--- config.mk ---
export PLATFORM = sky130hd
export DESIGN_NAME = frame_pacing_timer_core_flat
export DESIGN_NICKNAME = d
export VERILOG_FILES = /design/src/rtl/fpt_pkg.sv /design/src/rtl/fpt_req_if.sv /design/src/rtl/fpt_rsp_if.sv /design/src/rtl/fpt_div.sv /design/src/rtl/fpt_dp.sv /design/src/rtl/fpt_ctrl.sv /design/src/rtl/frame_pacing_timer_core.sv /design/src/flat_wrapper.sv
export SDC_FILE = /design/constraint.sdc
export NUM_CORES = 1
export LEC_CHECK = 0
export ABC_CLOCK_PERIOD_IN_PS = 5100
export BUFFER_PORTS_ARGS = -buffer_cell sky130_fd_sc_hd__buf_2
export CORE_MARGIN = 5
export CORE_UTILIZATION = 55
export DETAILED_ROUTE_END_ITERATION = 8
export HOLD_SLACK_MARGIN = 0.08
export PLACE_DENSITY = 0.79
export SYNTH_ARGS = -nofsm -noshare
export SYNTH_HDL_FRONTEND = slang
export SYNTH_SLANG_ARGS = --single-unit
--- constraint.sdc ---
create_clock -name clk -period 5.1 [get_ports clk]
set_clock_uncertainty 0.2 [all_clocks]
set_input_delay 1.02 -clock clk [delete_from_list [all_inputs] [get_ports clk]]
set_output_delay 1.02 -clock clk [all_outputs]
set_load 0.01 [all_outputs]
--- src/rtl/fpt_pkg.sv ---
package fpt_pkg;

    localparam int KIND_W  = 2;
    localparam int STAMP_W = 48;
    localparam int RATE_W  = 10;
    localparam int IV_W    = 20;

    localparam int MICROS_PER_SEC = 1000000;
    localparam int RESET_FPS      = 60;

    localparam logic [IV_W-1:0] DIVIDEND       = IV_W'(MICROS_PER_SEC);
    localparam logic [IV_W-1:0] RESET_INTERVAL = IV_W'(MICROS_PER_SEC / RESET_FPS);

    typedef enum logic [KIND_W-1:0] {
        KIND_START = 2'd0,
        KIND_STOP  = 2'd1,
        KIND_POLL  = 2'd2,
        KIND_QUERY = 2'd3
    } kind_t;

    typedef enum logic [2:0] {
        ST_IDLE,
        ST_DECODE,
        ST_DIV,
        ST_CMP,
        ST_FIN
    } state_t;

    typedef struct packed {
        logic ready;
        logic calc;
        logic div_start;
        logic cmp;
        logic commit;
    } ctrl_cmd_t;

    typedef struct packed {
        logic  req_valid;
        kind_t kind;
        logic  active;
        logic  div_done;
        logic  out_busy;
    } ctrl_sts_t;

endpackage

--- src/rtl/fpt_req_if.sv ---
interface fpt_req_if import fpt_pkg::*; ();
    logic                valid;
    logic                ready;
    logic [KIND_W-1:0]   kind;
    logic [STAMP_W-1:0]  now_us;
    logic [RATE_W-1:0]   rate_fps;

    modport source (output valid, output kind, output now_us, output rate_fps, input ready);
    modport sink   (input valid, input kind, input now_us, input rate_fps, output ready);
endinterface

--- src/rtl/fpt_rsp_if.sv ---
interface fpt_rsp_if import fpt_pkg::*; ();
    logic                valid;
    logic                ready;
    logic                accepted;
    logic                frame_due;
    logic                running;
    logic [STAMP_W-1:0]  stamp_us;

    modport source (output valid, output accepted, output frame_due, output running,
                    output stamp_us, input ready);
    modport sink   (input valid, input accepted, input frame_due, input running,
                    input stamp_us, output ready);
endinterface

--- src/rtl/fpt_div.sv ---
// Restoring divider: fixed dividend of one second in microseconds, one quotient bit a cycle.
module fpt_div import fpt_pkg::*;
(
    input  logic              clk,
    input  logic              rst_n,
    input  logic              start,
    input  logic [RATE_W-1:0] divisor,
    output logic              done,
    output logic [IV_W-1:0]   quotient
);

    localparam int CNT_W = $clog2(IV_W);

    logic              busy_reg;
    logic              done_reg;
    logic [CNT_W-1:0]  cnt_reg;
    logic [RATE_W-1:0] rem_reg;
    logic [RATE_W-1:0] dvs_reg;
    logic [IV_W-1:0]   quo_reg;

    logic [RATE_W:0]   rem_sh;
    logic [RATE_W:0]   rem_dif;
    logic              fits;

    assign rem_sh  = {rem_reg, quo_reg[IV_W-1]};
    assign fits    = rem_sh >= {1'b0, dvs_reg};
    assign rem_dif = rem_sh - {1'b0, dvs_reg};

    always_ff @(posedge clk or negedge rst_n)
    begin
        if (!rst_n)
        begin
            busy_reg <= 1'b0;
            done_reg <= 1'b0;
            cnt_reg  <= '0;
        end
        else
        begin
            done_reg <= 1'b0;
            if (start)
            begin
                busy_reg <= 1'b1;
                cnt_reg  <= '0;
            end
            else if (busy_reg)
            begin
                cnt_reg <= cnt_reg + CNT_W'(1);
                if (cnt_reg == CNT_W'(IV_W - 1))
                begin
                    busy_reg <= 1'b0;
                    done_reg <= 1'b1;
                end
            end
        end
    end

    always_ff @(posedge clk)
    begin
        if (start)
        begin
            // a zero rate divides as rate one
            dvs_reg <= (divisor == '0) ? RATE_W'(1) : divisor;
            rem_reg <= '0;
            quo_reg <= DIVIDEND;
        end
        else if (busy_reg)
        begin
            rem_reg <= fits ? rem_dif[RATE_W-1:0] : rem_sh[RATE_W-1:0];
            quo_reg <= {quo_reg[IV_W-2:0], fits};
        end
    end

    assign done     = done_reg;
    assign quotient = quo_reg;

endmodule

--- src/rtl/fpt_dp.sv ---
module fpt_dp import fpt_pkg::*;
#(
    parameter int TIME_BITS = 48
)
(
    input  logic       clk,
    input  logic       rst_n,
    fpt_req_if.sink    req,
    fpt_rsp_if.source  rsp,
    input  ctrl_cmd_t  cmd,
    output ctrl_sts_t  sts
);

    logic                 active_reg, active_next;
    logic                 first_reg, first_next;
    logic [IV_W-1:0]      interval_reg, interval_next;
    logic [TIME_BITS-1:0] last_reg, last_next;
    logic [TIME_BITS-1:0] start_reg, start_next;

    kind_t                kind_reg;
    logic [TIME_BITS-1:0] now_reg;
    logic [RATE_W-1:0]    rate_reg;
    logic [TIME_BITS-1:0] elapsed_reg;
    logic [TIME_BITS-1:0] stamp_reg;
    logic [TIME_BITS-1:0] adv_reg;
    logic                 lt_reg;
    logic                 gt_reg;

    logic                 out_valid_reg;
    logic                 out_accepted_reg;
    logic                 out_due_reg;
    logic                 out_running_reg;
    logic [STAMP_W-1:0]   out_stamp_reg;

    logic                 acc_c;
    logic                 due_c;
    logic                 div_done;
    logic [IV_W-1:0]      div_quo;
    logic                 req_fire;

    assign req_fire  = req.valid && req.ready;
    assign req.ready = cmd.ready;

    fpt_div u_div
    (
        .clk      (clk),
        .rst_n    (rst_n),
        .start    (cmd.div_start),
        .divisor  (rate_reg),
        .done     (div_done),
        .quotient (div_quo)
    );

    always_comb
    begin
        active_next   = active_reg;
        first_next    = first_reg;
        interval_next = interval_reg;
        last_next     = last_reg;
        start_next    = start_reg;
        acc_c         = 1'b0;
        due_c         = 1'b0;
        unique case (kind_reg)
            KIND_START:
            begin
                if (!active_reg)
                begin
                    interval_next = div_quo;
                    active_next   = 1'b1;
                    acc_c         = 1'b1;
                end
            end
            KIND_STOP:
            begin
                if (active_reg)
                begin
                    active_next = 1'b0;
                    acc_c       = 1'b1;
                end
            end
            KIND_POLL:
            begin
                if (!active_reg)
                    first_next = 1'b1;
                else if (first_reg)
                begin
                    // first active poll since reset or since a poll while inactive only sets the marks
                    first_next = 1'b0;
                    start_next = now_reg;
                    last_next  = now_reg;
                end
                else if (!lt_reg)
                begin
                    due_c     = 1'b1;
                    // catch up: jump to now when more than two intervals behind
                    last_next = gt_reg ? now_reg : adv_reg;
                end
            end
            KIND_QUERY:
            begin
            end
            default:
            begin
            end
        endcase
    end

    always_ff @(posedge clk or negedge rst_n)
    begin
        if (!rst_n)
        begin
            active_reg    <= 1'b0;
            first_reg     <= 1'b1;
            interval_reg  <= RESET_INTERVAL;
            last_reg      <= '0;
            start_reg     <= '0;
            kind_reg      <= KIND_QUERY;
            out_valid_reg <= 1'b0;
        end
        else
        begin
            if (req_fire)
                kind_reg <= kind_t'(req.kind);
            if (cmd.commit)
            begin
                active_reg   <= active_next;
                first_reg    <= first_next;
                interval_reg <= interval_next;
                last_reg     <= last_next;
                start_reg    <= start_next;
            end
            if (cmd.commit)
                out_valid_reg <= 1'b1;
            else if (rsp.ready)
                out_valid_reg <= 1'b0;
        end
    end

    always_ff @(posedge clk)
    begin
        if (req_fire)
        begin
            now_reg  <= TIME_BITS'(req.now_us);
            rate_reg <= req.rate_fps;
        end
        if (cmd.calc)
        begin
            elapsed_reg <= now_reg - last_reg;
            stamp_reg   <= now_reg - start_reg;
        end
        if (cmd.cmp)
        begin
            lt_reg  <= elapsed_reg < TIME_BITS'(interval_reg);
            gt_reg  <= elapsed_reg > TIME_BITS'({interval_reg, 1'b0});
            adv_reg <= last_reg + TIME_BITS'(interval_reg);
        end
        if (cmd.commit)
        begin
            out_accepted_reg <= acc_c;
            out_due_reg      <= due_c;
            out_running_reg  <= active_next;
            out_stamp_reg    <= (kind_reg == KIND_QUERY) ? STAMP_W'(stamp_reg) : '0;
        end
    end

    assign rsp.valid     = out_valid_reg;
    assign rsp.accepted  = out_accepted_reg;
    assign rsp.frame_due = out_due_reg;
    assign rsp.running   = out_running_reg;
    assign rsp.stamp_us  = out_stamp_reg;

    assign sts.req_valid = req.valid;
    assign sts.kind      = kind_reg;
    assign sts.active    = active_reg;
    assign sts.div_done  = div_done;
    assign sts.out_busy  = out_valid_reg && !rsp.ready;

`ifndef NO_ASSERTIONS
    a_commit_slot_free: assert property (@(posedge clk) disable iff (!rst_n)
        cmd.commit |-> !(out_valid_reg && !rsp.ready))
        else $error("result committed over a pending transaction");

    a_due_moves_mark: assert property (@(posedge clk) disable iff (!rst_n)
        (cmd.commit && due_c) |=> last_reg != $past(last_reg))
        else $error("frame due without advancing the last mark");

    a_rise_by_start: assert property (@(posedge clk) disable iff (!rst_n)
        $rose(active_reg) |-> $past(cmd.commit && kind_reg == KIND_START))
        else $error("capture became active without a start");

    a_first_only_active: assert property (@(posedge clk) disable iff (!rst_n)
        $fell(first_reg) |-> $past(active_reg && kind_reg == KIND_POLL))
        else $error("first-frame flag cleared outside an active poll");
`endif

endmodule

--- src/rtl/fpt_ctrl.sv ---
module fpt_ctrl import fpt_pkg::*;
(
    input  logic       clk,
    input  logic       rst_n,
    input  ctrl_sts_t  sts,
    output ctrl_cmd_t  cmd
);

    state_t state_reg, state_next;

    always_ff @(posedge clk or negedge rst_n)
    begin
        if (!rst_n)
            state_reg <= ST_IDLE;
        else
            state_reg <= state_next;
    end

    always_comb
    begin
        state_next = state_reg;
        cmd        = '0;
        unique case (state_reg)
            ST_IDLE:
            begin
                cmd.ready = 1'b1;
                if (sts.req_valid)
                    state_next = ST_DECODE;
            end
            ST_DECODE:
            begin
                cmd.calc = 1'b1;
                if (sts.kind == KIND_START && !sts.active)
                begin
                    cmd.div_start = 1'b1;
                    state_next    = ST_DIV;
                end
                else
                    state_next = ST_CMP;
            end
            ST_DIV:
            begin
                if (sts.div_done)
                    state_next = ST_FIN;
            end
            ST_CMP:
            begin
                cmd.cmp    = 1'b1;
                state_next = ST_FIN;
            end
            ST_FIN:
            begin
                if (!sts.out_busy)
                begin
                    cmd.commit = 1'b1;
                    state_next = ST_IDLE;
                end
            end
            default:
                state_next = ST_IDLE;
        endcase
    end

endmodule

--- src/rtl/frame_pacing_timer_core.sv ---
// Frame pacing timer. Each request transaction (start, stop, poll, timestamp query) yields
// exactly one response transaction. Requests are handled one at a time: poll, query, stop
// and refused starts go through decode, compare and finish before the next request is
// taken; an accepted start goes through decode, divide and finish, waiting in divide for
// the bit-serial divider forming the frame interval (1000000 / rate) one quotient bit per
// cycle. A finished response sits in an output register, so the block can take the next
// request while the previous one is still waiting; it stalls only when a second response
// is ready and the first has not been taken. Time differences wrap at TIME_BITS bits.
module frame_pacing_timer_core import fpt_pkg::*;
#(
    parameter int TIME_BITS = 48
)
(
    input  logic       clk,
    input  logic       rst_n,
    fpt_req_if.sink    req,
    fpt_rsp_if.source  rsp
);

    ctrl_cmd_t cmd;
    ctrl_sts_t sts;

    fpt_ctrl u_ctrl
    (
        .clk   (clk),
        .rst_n (rst_n),
        .sts   (sts),
        .cmd   (cmd)
    );

    fpt_dp #(
        .TIME_BITS (TIME_BITS)
    ) u_dp
    (
        .clk   (clk),
        .rst_n (rst_n),
        .req   (req),
        .rsp   (rsp),
        .cmd   (cmd),
        .sts   (sts)
    );

endmodule
--- src/flat_wrapper.sv ---
// flat-port wrapper written by rule: the top's interface ports become plain ports
module frame_pacing_timer_core_flat import fpt_pkg::*;
#(
    parameter int TIME_BITS = 48
)
  (clk, rst_n, req_valid, req_kind, req_now_us, req_rate_fps, req_ready, rsp_valid, rsp_accepted, rsp_frame_due, rsp_running, rsp_stamp_us, rsp_ready);
  fpt_req_if req_i ();
  fpt_rsp_if rsp_i ();
  input  logic clk;
  input  logic rst_n;
  input wire logic [$bits(req_i.valid)-1:0] req_valid;
  input wire logic [$bits(req_i.kind)-1:0] req_kind;
  input wire logic [$bits(req_i.now_us)-1:0] req_now_us;
  input wire logic [$bits(req_i.rate_fps)-1:0] req_rate_fps;
  output wire logic [$bits(req_i.ready)-1:0] req_ready;
  output wire logic [$bits(rsp_i.valid)-1:0] rsp_valid;
  output wire logic [$bits(rsp_i.accepted)-1:0] rsp_accepted;
  output wire logic [$bits(rsp_i.frame_due)-1:0] rsp_frame_due;
  output wire logic [$bits(rsp_i.running)-1:0] rsp_running;
  output wire logic [$bits(rsp_i.stamp_us)-1:0] rsp_stamp_us;
  input wire logic [$bits(rsp_i.ready)-1:0] rsp_ready;
  assign req_i.valid = req_valid;
  assign req_i.kind = req_kind;
  assign req_i.now_us = req_now_us;
  assign req_i.rate_fps = req_rate_fps;
  assign req_ready = req_i.ready;
  assign rsp_valid = rsp_i.valid;
  assign rsp_accepted = rsp_i.accepted;
  assign rsp_frame_due = rsp_i.frame_due;
  assign rsp_running = rsp_i.running;
  assign rsp_stamp_us = rsp_i.stamp_us;
  assign rsp_i.ready = rsp_ready;
  frame_pacing_timer_core #(.TIME_BITS(TIME_BITS)) u_core (.clk(clk), .rst_n(rst_n), .req(req_i), .rsp(rsp_i));
endmodule
==> results.cfg <==
[synthesis]
synth_cells = 2146
ys_types = 79
yosysWarningCount = 0
synth_top_area_share_pct = 33.8
syn_nets = 2378
synth_top_cell_by_area = edfxtp_1
synth_area_sq_um = 23600
synth_edf_count = 265
synth-main-ff-cell = edfxtp_1
synth_area_leaders = edfxtp_1 (34%), dfrtp_1 (13%), ha_1 (8.7%), a21oi_1 (3.7%), xnor2_1 (3.6%)
synth_area_per_cell_sq_um = 11.0
async_flop_share_pct = 30.8
synth-seq-cells = 426
yosysSeqAreaShare_pct = 50.3

[layout]
antennaDiodeCount = 0
final_cell_mix = edfxtp_1 (265), a21oi_1 (175), inv_1 (167)
final_cell_area_sq_um = 26100
areaGrowthSynthToFinish_pct = 10.9
fin_nets = 2464
drive_gt1_share_pct = 13.8
final_common_cell = edfxtp_1

[sta]
tightest_slew_ps = 993
fmax_mhz = 265
fin_crit_sh_pct = 74.1
finalHoldViolCount = 0
holdWs_ps = 230
slew_headroom_pct = 33.8
slew_violations = 0
final-setup-viol-count = 0
fin_setup_tns_ps = 0
fin_crit_ps = 3780
rsz0062_at_grt = false

[worst_setup_path]
crit_chain = inv_1 > ha_1 > fa_1 > nand2b_1 > a211oi_1 > nand3b_1 > nand2_1 > o211a_1 > or4_1 > o21ai_1 > nor2_1 > nand4b_1
critical-path-top-delay-family = simple AND/OR/NAND/NOR gates
max_stage_delay_ps = 550
crit_start = u_core.u_dp.now_reg[0]
arrival_ps = 3910
worstPathMaxFanout = 5
reg2reg_slack_ps = 1320
slowest_stage = or4_1
path_buf_inv = 1
critical_path_class = register to register
reg2reg_from = u_core.u_dp.now_reg[0]
required_ps = 5230
worstSetupStartpointType = register
cp-end-kind = register

[global_routing]
grt_pass1_wl_um = 85200
met3_usage_pct = 3.28
grt_pass1_vias = 16456
busiest_layer = met2
grt_max_degree = 97
antenna_found_initial = 0
met2_usage_pct = 35.5
overflow = 0
gr-usage-met1_pct = 31.1
track_usage_pct = 22.1

[cts]
cts_setup_buffers = 0
insertion_delay_ps = 590
root_buffer = clkbuf_16
cts_resized = 0
clock-sinks = 426
h-tree-depth = 2
ctsHoldBuffers = 0
cts_tree = done
cts.path.max_buffers = 3
cts_made_buffers = 45
clkTransAtPathRegs_ps = 60

[min_path]
hp-class = input port to asynchronous set/reset pin

[routing]
dr.first_iter.drc_count = 1022
avgRoutedWirePerCell_um = 18.6
routed_wl_um = 52100
dr_total_vias = 16472
vias_per_cell = 5.87
drc = 0
drt-pass1-iter-count = 5
ant_nets = 0

[die]
die_y_um = 217
start_util_pct = 55.9
io_pins = 117
dieArea_sq_um = 47100
fp.coreArea_sq_um = 42100
rows = 75
die_w_um = 217

[placement]
postPlaceCellArea_sq_um = 24500
io_buffers = 116
dpl.hpwl_um = 38400
place_congestion = 0.921

[power]
worst_ir_drop_vdd_v = 0.000341
power_mw = 15.0
power_density_nw_per_um2 = 573
p_leak_nw = 10.9

[run_status]
outcome = complete, no violations

[flow_run]
cap_viol_max_count = 0
==> synth_stat cells, types with 12 or more instances <==
master and number:
clkbuf_1 62, nand3_1 38, nand2b_1 16, dfrtp_1 123, nor2_1 131, and3_1 68
nor4_1 13, nand2_1 110, buf_1 12, a21oi_1 176, nor3_1 29, inv_1 167
a21o_1 90, mux2_2 69, nor2b_1 18, xnor2_1 97, o21ai_0 77, nand4_1 39
o21bai_1 24, ha_1 164, edfxtp_1 265, dfxtp_1 30, mux2i_1 78, a31oi_1 17
xor2_1 49
==> final timing paths <==
kind / end / depth (start not counted)
hold / removal: u_core.u_dp.u_div.cnt_reg[4] / 1
hold reg to reg: u_core.u_dp.u_div.dvs_reg[1] / 0
min in group clk: u_core.u_dp.u_div.dvs_reg[1] / 0
setup / recovery: u_core.u_dp.stamp_reg[46] / 12
max in group asynchronous: u_core.u_dp.last_reg[42] / 2
setup reg to reg: u_core.u_dp.stamp_reg[46] / 12
==> per-stage QoR <==
| stage | worst slack, ps | cells | util [%] |
|---|---|---|---|
| global route | 1110 | 2808 | 62.0 |
| finish | 1320 | 2808 | 62.0 |
| CTS | 1340 | 2808 | 62.0 |
| detailed placement | 1330 | 2724 | 58.3 |
| floorplan | 224 | 2146 | - |
| global placement | 1390 | 2724 | 58.3 |
==> layer usage <==
metal  up-vias  routed length [um]
li1       7970                   -
met1      7948               23400
met2       450               24200
met3       104                2800
met4         0                1770
met5         -                   0
==> final cells by class <==
class                           count  area [sq um]
Clock buffer                       66          1380
Clock inverter                     18           203
Fill cell                        3240         16000
Inverter                          167           627
Multi-Input combinational cell   1461         10700
Sequential cell                   426         11800
Tap cell                          539           674
Timing Repair Buffer              131           699
==> power by group <==
group | leakage, nW | internal [mW] | switching [mW] | total, mW
Combinational | 5.60 | 2.36 | 3.32 | 5.68
Clock | 0.785 | 2.05 | 1.37 | 3.42
Sequential | 4.46 | 5.09 | 0.771 | 5.86
==> cells by family (layout without fill, tap and decap cells) <==
kind of cell | Yosys count | in the layout | share of synthesized area, %
xor+xnor | 146 | 146 | 5.43
flops | 426 | 426 | 50.3
mux | 147 | 147 | 6.61
buf+inv | 259 | 382 | 4.46
simple gates | 517 | 517 | 11.1
fa+ha+maj | 168 | 168 | 9.05
compound gates | 483 | 483 | 13.1
(Power assumes the default switching activity.)
